`config.mk`:
```
export PLATFORM = sky130hd
export DESIGN_NAME = kmer_window_minimizer
export DESIGN_NICKNAME = d
export VERILOG_FILES = /design/src/rtl/kwm_pkg.sv /design/src/rtl/kwm_core.sv /design/src/rtl/kmer_window_minimizer.sv
export VERILOG_INCLUDE_DIRS = /design/src /design/src/rtl
export SDC_FILE = /design/constraint.sdc
export NUM_CORES = 1
export LEC_CHECK = 0
export ABC_AREA = 0
export BUFFER_PORTS_ARGS = -buffer_cell sky130_fd_sc_hd__buf_2
export CORE_MARGIN = 5
export CORE_UTILIZATION = 50
export DETAILED_ROUTE_END_ITERATION = 10
export PLACE_DENSITY_LB_ADDON = 0.05
export SLEW_MARGIN = 10
export SYNTH_ARGS = -nofsm -noshare
export SYNTH_HDL_FRONTEND = slang
export SYNTH_SLANG_ARGS = --single-unit
```
`constraint.sdc`:
```
create_clock -name aclk -period 6.9 [get_ports aclk]
set_clock_uncertainty 0.1 [all_clocks]
set_input_delay 1.38 -clock aclk [delete_from_list [all_inputs] [get_ports aclk]]
set_output_delay 1.38 -clock aclk [all_outputs]
set_load 0.01 [all_outputs]
```
`src/rtl/kmer_window_minimizer_assert.svh`:
```
// Assertion macros used by the k-mer minimizer RTL.
// No dependencies; included by kmer_window_minimizer.sv for its concurrent checks.
`ifndef KMER_WINDOW_MINIMIZER_ASSERT_SVH
`define KMER_WINDOW_MINIMIZER_ASSERT_SVH

// Same-cycle implication, disabled while reset is asserted.
`define KWM_ASSERT_NOW(label, clk, rstn, ante, cons) \
    label: assert property (@(posedge clk) disable iff (!(rstn)) (ante) |-> (cons)) \
        else $error("kmer_window_minimizer: same-cycle check failed");

// Next-cycle implication, disabled while reset is asserted.
`define KWM_ASSERT_NEXT(label, clk, rstn, ante, cons) \
    label: assert property (@(posedge clk) disable iff (!(rstn)) (ante) |=> (cons)) \
        else $error("kmer_window_minimizer: next-cycle check failed");

`endif

```
`src/rtl/kwm_pkg.sv`:
```
// Package for the k-mer window minimizer: widths, register indexes,
// configuration and status structs. No dependencies.
package kwm_pkg;

    localparam int MAX_KMER    = 31;
    localparam int KMER_W      = 2 * MAX_KMER;
    localparam int SHIFT_W     = $clog2(KMER_W + 1);
    localparam int BASE_W      = 2;
    localparam int READ_W      = 32;
    localparam int KLEN_W      = 5;
    localparam int WLEN_W      = 16;
    localparam int CFG_IDX_W   = 1;
    localparam int CFG_DATA_W  = 16;
    localparam int S_DATA_W    = 40;
    localparam int M_DATA_W    = 96;

    localparam logic [CFG_IDX_W-1:0] CFG_KMER_LENGTH   = 1'd0;
    localparam logic [CFG_IDX_W-1:0] CFG_WINDOW_LENGTH = 1'd1;

    typedef struct packed {
        logic [KLEN_W-1:0] kmer_len;
        logic [WLEN_W-1:0] window_len;
    } kwm_cfg_t;

    typedef struct packed {
        logic [KLEN_W-1:0] bases_seen;
        logic [WLEN_W-1:0] group_fill;
    } kwm_stat_t;

    // Clamp k to 1..MAX_KMER.
    function automatic logic [KLEN_W-1:0] eff_kmer_len(input logic [KLEN_W-1:0] k);
        logic [KLEN_W-1:0] r;
        r = k;
        if (k == '0) begin
            r = KLEN_W'(1);
        end else if (int'(k) > MAX_KMER) begin
            r = KLEN_W'(MAX_KMER);
        end
        return r;
    endfunction

    // Zero window length counts as one.
    function automatic logic [WLEN_W-1:0] eff_window_len(input logic [WLEN_W-1:0] w);
        return (w == '0) ? WLEN_W'(1) : w;
    endfunction

endpackage

```
`src/rtl/kwm_core.sv`:
```
// Per-read state of the minimizer: base shift register, k-mer count,
// group fill and running group minimum. Depends on kwm_pkg.
module kwm_core
    import kwm_pkg::*;
(
    input  logic              aclk,
    input  logic              aresetn,
    input  logic              accept,
    input  logic [BASE_W-1:0] base_code,
    input  logic              read_start,
    input  kwm_cfg_t          cfg,
    output logic              emit,
    output logic [KMER_W-1:0] best_code,
    output kwm_stat_t         stat
);

    logic [KMER_W-1:0]  recent_reg, recent_next;
    logic [KLEN_W-1:0]  seen_reg, seen_next;
    logic [WLEN_W-1:0]  fill_reg, fill_next;
    logic [KMER_W-1:0]  best_reg, best_next;

    logic [KMER_W-1:0]  recent_base, best_base, shifted, kmask, kmer, best_upd;
    logic [KLEN_W-1:0]  seen_base, seen_inc, k_eff;
    logic [WLEN_W-1:0]  fill_base, fill_inc, w_eff;
    logic [SHIFT_W-1:0] mask_shamt;
    logic               kmer_done, take;

    always_comb begin
        k_eff = eff_kmer_len(cfg.kmer_len);
        w_eff = eff_window_len(cfg.window_len);

        // A new read drops everything left from the previous one.
        recent_base = read_start ? '0 : recent_reg;
        seen_base   = read_start ? '0 : seen_reg;
        fill_base   = read_start ? '0 : fill_reg;
        best_base   = read_start ? '0 : best_reg;

        shifted    = {recent_base[KMER_W-BASE_W-1:0], base_code};
        seen_inc   = (seen_base < k_eff) ? seen_base + KLEN_W'(1) : seen_base;
        kmer_done  = !(seen_inc < k_eff);
        mask_shamt = SHIFT_W'(KMER_W) - SHIFT_W'({k_eff, 1'b0});
        kmask      = {KMER_W{1'b1}} >> mask_shamt;
        kmer       = shifted & kmask;

        // Strict compare keeps the earliest k-mer on a tie.
        take     = (fill_base == '0) || (kmer < best_base);
        best_upd = take ? kmer : best_base;
        fill_inc = fill_base + WLEN_W'(1);
        emit     = accept && kmer_done && (!(fill_inc < w_eff) || fill_inc == '0);
        best_code = best_upd;

        recent_next = recent_reg;
        seen_next   = seen_reg;
        fill_next   = fill_reg;
        best_next   = best_reg;
        if (accept) begin
            recent_next = shifted;
            seen_next   = seen_inc;
            fill_next   = fill_base;
            best_next   = best_base;
            if (kmer_done) begin
                best_next = best_upd;
                fill_next = emit ? '0 : fill_inc;
            end
        end
    end

    always_ff @(posedge aclk) begin
        if (!aresetn) begin
            recent_reg <= '0;
            seen_reg   <= '0;
            fill_reg   <= '0;
            best_reg   <= '0;
        end else begin
            recent_reg <= recent_next;
            seen_reg   <= seen_next;
            fill_reg   <= fill_next;
            best_reg   <= best_next;
        end
    end

    assign stat.bases_seen = seen_reg;
    assign stat.group_fill = fill_reg;

endmodule

```
`src/rtl/kmer_window_minimizer.sv`:
```
// Top level of the k-mer window minimizer: configuration registers,
// stream ports and the output register. Depends on kwm_pkg and kwm_core.
//
// Accepts one base per clock cycle and updates the k-mer and group state in
// the same cycle. A finished group minimum appears on the m_ side in the
// cycle after its closing base is taken and sits in a single output register;
// s_tready stays high while that register is empty or being drained, so the
// sustained rate is one base per cycle, limited by the update loop of the
// 62-bit shift register and running minimum compare. Groups are
// disjoint runs of window_length k-mers; a partial group at the end of a
// read produces nothing. Write configuration only while the stream is idle.
`include "kmer_window_minimizer_assert.svh"

module kmer_window_minimizer
    import kwm_pkg::*;
(
    input  logic                  aclk,
    input  logic                  aresetn,
    input  logic                  s_tvalid,
    output logic                  s_tready,
    input  logic [S_DATA_W-1:0]   s_tdata,   // [1:0] base_code, [33:2] read_number
    input  logic                  s_tuser,   // [0] read_start
    output logic                  m_tvalid,
    input  logic                  m_tready,
    output logic [M_DATA_W-1:0]   m_tdata,   // [61:0] minimizer_code, [93:62] minimizer_read
    input  logic                  cfg_wr_en,
    input  logic [CFG_IDX_W-1:0]  cfg_addr,
    input  logic [CFG_DATA_W-1:0] cfg_wdata
);

    logic [KLEN_W-1:0] kmer_length_reg, kmer_length_next;
    logic [WLEN_W-1:0] window_length_reg, window_length_next;
    logic              m_valid_reg, m_valid_next;
    logic [KMER_W-1:0] m_code_reg, m_code_next;
    logic [READ_W-1:0] m_read_reg, m_read_next;

    logic              s_accept;
    logic              core_emit;
    logic [KMER_W-1:0] core_best;
    kwm_cfg_t          core_cfg;
    kwm_stat_t         core_stat;

    assign s_tready = !m_valid_reg || m_tready;
    assign s_accept = s_tvalid && s_tready;

    assign core_cfg.kmer_len   = kmer_length_reg;
    assign core_cfg.window_len = window_length_reg;

    kwm_core u_core (
        .aclk       (aclk),
        .aresetn    (aresetn),
        .accept     (s_accept),
        .base_code  (s_tdata[BASE_W-1:0]),
        .read_start (s_tuser),
        .cfg        (core_cfg),
        .emit       (core_emit),
        .best_code  (core_best),
        .stat       (core_stat)
    );

    always_comb begin
        kmer_length_next   = kmer_length_reg;
        window_length_next = window_length_reg;
        if (cfg_wr_en) begin
            case (cfg_addr)
                CFG_KMER_LENGTH:   kmer_length_next   = cfg_wdata[KLEN_W-1:0];
                CFG_WINDOW_LENGTH: window_length_next = cfg_wdata[WLEN_W-1:0];
                default: ;
            endcase
        end
    end

    always_comb begin
        m_valid_next = m_valid_reg;
        m_code_next  = m_code_reg;
        m_read_next  = m_read_reg;
        if (core_emit) begin
            m_valid_next = 1'b1;
            m_code_next  = core_best;
            m_read_next  = s_tdata[BASE_W+READ_W-1:BASE_W];
        end else if (m_tready) begin
            // drop the transaction once taken
            m_valid_next = 1'b0;
        end
    end

    always_ff @(posedge aclk) begin
        if (!aresetn) begin
            kmer_length_reg   <= KLEN_W'(11);
            window_length_reg <= WLEN_W'(1);
            m_valid_reg       <= 1'b0;
        end else begin
            kmer_length_reg   <= kmer_length_next;
            window_length_reg <= window_length_next;
            m_valid_reg       <= m_valid_next;
        end
    end

    always_ff @(posedge aclk) begin
        m_code_reg <= m_code_next;
        m_read_reg <= m_read_next;
    end

    assign m_tvalid = m_valid_reg;
    assign m_tdata  = {{(M_DATA_W - READ_W - KMER_W){1'b0}}, m_read_reg, m_code_reg};

    // A result only ever comes from a base taken in the same cycle.
    `KWM_ASSERT_NOW(a_emit_needs_accept, aclk, aresetn, core_emit, s_accept)
    // The first base of a read cannot close a group unless k is one.
    `KWM_ASSERT_NOW(a_no_emit_on_short_start, aclk, aresetn,
        s_accept && s_tuser && (eff_kmer_len(kmer_length_reg) != KLEN_W'(1)), !core_emit)
    // Closing a group empties it.
    `KWM_ASSERT_NEXT(a_fill_cleared_after_emit, aclk, aresetn, core_emit,
        core_stat.group_fill == '0)

endmodule
```
### After elaboration in Yosys (flattened, before gate mapping)

Index checks and enable logic that the tools add are counted.

| word-level totals | value |
|---|---|
| flip-flop bits (word level) | 259 |
| bits in latches | 0 |
| bits in writable memories | 0 |
| memory bits (read-only) | 0 |
| word-level logic and storage cells | 48 |
| memories | 0 |

| operators by class | value |
|---|---|
| add/subtract/negate cells | 3 |
| multipliers | 0 |
| div/mod/pow operators | 0 |
| order comparisons | 4 |
| eq/ne operators | 0 |
| shift-type cells | 1 |
| mux-type cells | 13 |
| bitwise gates (word level) | 2 |
| reductions and logical operators | 16 |

Operator list:

| kind | count |
|---|---|
| 2-to-1 mux 62 bit | 3 |
| 2-to-1 mux 16 bit | 4 |
| AND 62 bit | 1 |
| less-than comparator 62 bit | 1 |
| right shift 62 x 6 -> 62 bit (first input constant) | 1 |
| 2-to-1 mux 60 bit | 1 |
| logical NOT 16 bit | 3 |
| adder 16 x 1 -> 16 bit (second input constant) | 1 |
| less-than comparator 16 bit | 1 |
| 2-to-1 mux 5 bit | 3 |
| less-than comparator 5 bit | 2 |
| subtractor 6 bit (first input constant) | 1 |
| adder 5 x 1 -> 5 bit (second input constant) | 1 |
| logical NOT 5 bit | 1 |
| AND reduction 2 bit | 2 |
| logical AND 1 bit | 3 |
| logical NOT 1 bit | 3 |
| logical OR 1 bit | 3 |
| 2-to-1 mux 1 bit | 2 |
| nonzero test 2 bit | 1 |
| inverter 1 bit | 1 |

### Logic depth before layout (Yosys ltp)

| depth | value |
|---|---|
| depth in word-level cells | 10 |
| mapped depth | 21 |
| mapped depth without buffers | 17 |

### Cells and area by module

From an unflattened synthesis, not the netlist that was laid out.

| unflattened totals | value |
|---|---|
| cell total of the unflattened synthesis | 1385 |
| area, all modules | 13130.1 um^2 |

By module, submodules not included:

| module | times used | cells each | area an instance (um^2) |
|---|---|---|---|
| kwm_core | 1 | 1188 | 9339.0 |
| kmer_window_minimizer | 1 | 197 | 3791.1 |

### Least setup slack after synthesis

Ideal clock, no wire load.

| path | value |
|---|---|
| kind | in2reg |
| from | input port s_tuser |
| to | register m_code_reg[0] (enable) |
| arrival | 6516 ps |
| data required time | 6352 ps |
| slack | -163 ps |
| cell stages on the path | 20 |
| path buffers | 4 |
| cell sequence | inv_1 -> clkbuf_1 -> clkbuf_1 -> buf_1 -> nand2_1 -> inv_1 -> ha_1 -> buf_2 -> nand4_1 -> nor4_1 -> mux2i_1 -> inv_1 -> ha_1 -> and3_1 -> a31oi_1 -> o221ai_1 -> a21oi_1 -> o31ai_4 -> nand2_1 -> inv_1 |

| on the way | value |
|---|---|
| cells in the longest elaborated chain, start to end | 7 |
| elaborated cells between the ends (all ways) | 14 |

Ends and longest elaborated chain:

| item | line | text |
|---|---|---|
| from (decl) | kmer_window_minimizer.sv:22 | `input logic s_tuser,` |
| parallel branches: the longest is 6 deep, another holds adder 16 x 1 -> 16 bit | -- |  |
| logical AND 1 bit (*) | kwm_core.sv:49 | `emit = accept && kmer_done && (!(fill_inc < w_eff) \|\| fill_inc == '0);` |
| via core_emit | kmer_window_minimizer.sv:38 | `logic core_emit;` |
| to (signal assigned) | kmer_window_minimizer.sv:100 | `m_code_reg <= m_code_next;` |
| to (decl) | kmer_window_minimizer.sv:34 | `logic [KMER_W-1:0] m_code_reg, m_code_next;` |

Mark *: on every way through the listed nets, which the timed path passes.
A chain may end at the register's enable or synchronous reset.

### Worst setup path after layout

| path | value |
|---|---|
| from | input port s_tuser |
| to | register u_core.best_reg[46] |

| on the way | value |
|---|---|
| elaborated cells between the ends (all ways) | 14 |

RTL lines:

| item | line | text |
|---|---|---|
| 2-to-1 mux 5 bit (*) | kwm_core.sv:34 | `seen_base = read_start ? '0 : seen_reg;` |
| adder 5 x 1 -> 5 bit or less-than comparator 5 bit (tied branches) | kwm_core.sv:39 | `seen_inc = (seen_base < k_eff) ? seen_base + KLEN_W'(1) : seen_base;` |
| 2-to-1 mux 5 bit (*) | kwm_core.sv:39 |  |
| via u_core.seen_inc[2] | kwm_core.sv:23 | `logic [KLEN_W-1:0] seen_base, seen_inc, k_eff;` |
| less-than comparator 5 bit (*) | kwm_core.sv:40 | `kmer_done = !(seen_inc < k_eff);` |
| 2-to-1 mux 62 bit (*) | kwm_core.sv:61 | `if (kmer_done) begin` |
| to (signal assigned) | kwm_core.sv:78 | `best_reg <= best_next;` |
| to (decl) | kwm_core.sv:20 | `logic [KMER_W-1:0] best_reg, best_next;` |

The timed path passes the listed nets; every way through them passes the cells marked *.

==> results.yml <==
synthesis:
  synth.yosys.seq_area_share: 0.473
  netlist_instances: 1387
  synthDistinctLibCells: 70
  synthTopCellsByArea: "dfxtp_1 (25%), edfxtp_1 (22%), ha_1 (8.4%)"
  yosysTopAreaCell: "dfxtp_1"
  synth.ff_latch_count: 259
  synthFlopType: "dfxtp_1"
  synth_edf_count: 94
  synthArstFlopShare: 0
  synth.avg_cell_area_um2: 9.35
  synth.cell_area_um2: 13000
  netlist.area_leader.share: 0.255
  yosysWarnings: 0
layout:
  area_growth_pct: 14.5
  fill_cells: 2386
  layout_common_cells: "nand2_1 (247), dfxtp_1 (165), buf_2 (151), a21oi_1 (94), edfxtp_1 (94)"
  diodes: 0
  multi_input_area_um2: 6200
  nNetsFinal: 1639
  regArea_um2: 6130
  layout_commonest_cell: "nand2_1"
  drive_gt1_frac: 0.152
power_and_ir_drop:
  ir_drop_mv: 0.232
  pwr_density_cell_nw_per_um2: 226
  total_power_w: 0.00335
  p_clk_frac: 0.463
  swShare: 0.229
  switching_power_w: 0.000766
  pwr-share-seq: 0.479
  p_leak_nw: 6.21
  p_comb_frac: 0.058
  power.internal_w: 0.00259
route:
  ant_nets: 0
  dr.first_iter.drc_count: 845
  wirelength_um: 30300
  vias: 10200
  wire_per_inst_um: 16.4
  drc: 0
  vias_per_cell: 5.51
  dr.pass1.iters: 7
outcome:
  outcome: "finished, final reports clean"
global_routing:
  grtUsageMet3: 0.0347
  antenna_found_initial: 0
  grt_usage: 0.204
  busiest_layer: "met2"
  grt_overflow: 0
  grt_start_max_net_pins: 125
  use_met2: 0.344
  grt_pass1_vias: 9702
  grt_pass1_wl_um: 49600
  met1_usage: 0.277
worst_hold_path:
  hp-class: "flop to flop"
  hold_start: "u_core.recent_reg[9]"
  min_path_cells: 2
  hold_end: "u_core.recent_reg[9]"
floorplanning:
  dieHeight_um: 171
  start_util: 0.503
  core_um2: 25800
  row_count: 59
  die_w_um: 171
  io_pins: 161
  dieArea_um2: 29200
setup_path:
  critical_path_class: "input pin to flop"
  cp.required_ns: 7.28
  cp_data_arrival_time_ns: 5.78
  r2r_start: "kmer_length_reg[3]"
  start_kind: "input pin"
  crit_path_end_kind: "flop"
  r2r_cells: 16
  timing.rr.end: "u_core.best_reg[46]"
  r2r_slack_ns: 1.88
  crit_fanout: 51
clock_tree:
  cts_num_sinks: 259
  hold_buffers: 0
  cts_max_level: 1
  clkTransAtPathRegs_ns: 0.06
  insertion_delay_ns: 0.55
  postCtsSetupBuffers: 0
  ctsResizeCount: 0
  clock-root-buffer: "clkbuf_16"
  cts_tree: "done"
  cts.path.max_buffers: 3
  cts_buffers: 28
sta:
  fin_crit_ns: 5.40
  maxSlewViolCount: 0
  rsz0062_at_grt: "false"
  slew_headroom: 0.322
  worstMarginPinSlew_ns: 1.01
  finalSetupViolCount: 0
  max_freq_ghz: 0.185
  setup_tns_ns: 0
  fin_crit_sh: 0.783
  hold_violations: 0
run:
  cap_violations: 0
place:
  gp_congestion: 0.876
  dp_hpwl_um: 20200
  portBuffers: 152
[cell usage after synthesis (4+ instances only)]
cell and count:
nor2b_1 66, and3_1 63, buf_6 6, xnor2_1 6
clkbuf_1 53, a21oi_1 94, nor3b_1 24, or4_1 4
dfxtp_1 165, a22oi_1 6, buf_2 21, mux2i_1 4
nor4_1 12, nand4_1 21, nand2_1 248, buf_1 9
ha_1 87, a21boi_0 20, and2_1 9, a22o_1 72
nand3_1 15, a21o_1 16, nor3_1 7, a31oi_1 7
edfxtp_1 94, inv_1 57, o21a_1 5, xor2_1 7
nor2_1 37, nand2b_1 6, o21ai_0 92
[worst max-delay path, stage by stage]
cell	delay [ns]
buf_2	0.34
buf_4	0.33
nor2b_1	0.14
ha_1	0.22
a2111oi_2	0.46
a22o_1	0.32
nand2_1	0.10
xnor2_1	0.20
ha_1	0.28
a21o_1	0.17
a21o_1	0.19
a2111oi_2	0.39
nor2_1	0.20
o21ai_2	0.25
nand2_1	0.14
o31ai_4	0.14
buf_12	0.31
a22o_1	0.19
[metrics by stage]
step | util | area, um^2 | setup slack, ns | hold slack (ns) | std cells
CTS | 0.576 | 14800 | 1.48 | 0.372 | 1846
finish | 0.576 | 14800 | 1.50 | 0.371 | 1846
global route | 0.576 | 14800 | 1.15 | 0.389 | 1846
floorplan | - | 13000 | 0.106 | 0.344 | 1388
detailed placement | 0.539 | 13900 | 0.903 | 0.364 | 1794
global placement | 0.539 | 13900 | 0.986 | 0.356 | 1794
[layout make-up]
type | instances | share of cell area
inverter | 58 | 0.0150
timing repair buffer | 164 | 0.0609
multi-input combinational | 978 | 0.418
sequential | 259 | 0.413
tap | 335 | 0.0282
clock inverter | 24 | 0.0177
clock buffer | 28 | 0.0472
[power by group through the flow]
stage / combinational [W] / clock (W) / sequential, W
global route: 0.000215 / 0.00166 / 0.00161
floorplan: 0.000133 / 0 / 0.00164
detailed placement: 0.000196 / 0 / 0.00164
CTS: 0.000196 / 0.00160 / 0.00161
finish: 0.000194 / 0.00155 / 0.00161
global placement: 0.000194 / 0 / 0.00164
[routing by layer]
layer,wire length [um],up-vias
li1,-,5151
met1,13700,4770
met2,14400,211
met3,1650,41
met4,562,0
met5,0,-
[logic make-up (layout without fill, tap and decap cells)]
group,after synthesis,after routing,synth area share
simple gates,526,526,0.204
fa+ha+maj,87,87,0.0840
buf+inv,151,274,0.0502
flops,259,259,0.473
compound gates,343,343,0.175
mux,7,7,0.00569
other cells,1,2,0.000289
xor+xnor,13,13,0.00878
[how the worst max path moves through the flow]
stage | to | slack (ns) | startpoint | cells after the start
3_3_place_gp | u_core.best_reg[28] | 0.99 | s_tuser | 18
2_1_floorplan | m_code_reg[0] | 0.11 | s_tuser | 20
3_5_place_dp | u_core.best_reg[53] | 0.90 | s_tuser | 18
6_report | u_core.best_reg[46] | 1.50 | s_tuser | 18
5_1_grt | u_core.best_reg[47] | 1.15 | s_tuser | 18
4_1_cts | u_core.best_reg[46] | 1.48 | s_tuser | 18
No activity file was read; power rests on OpenSTA's default activity.
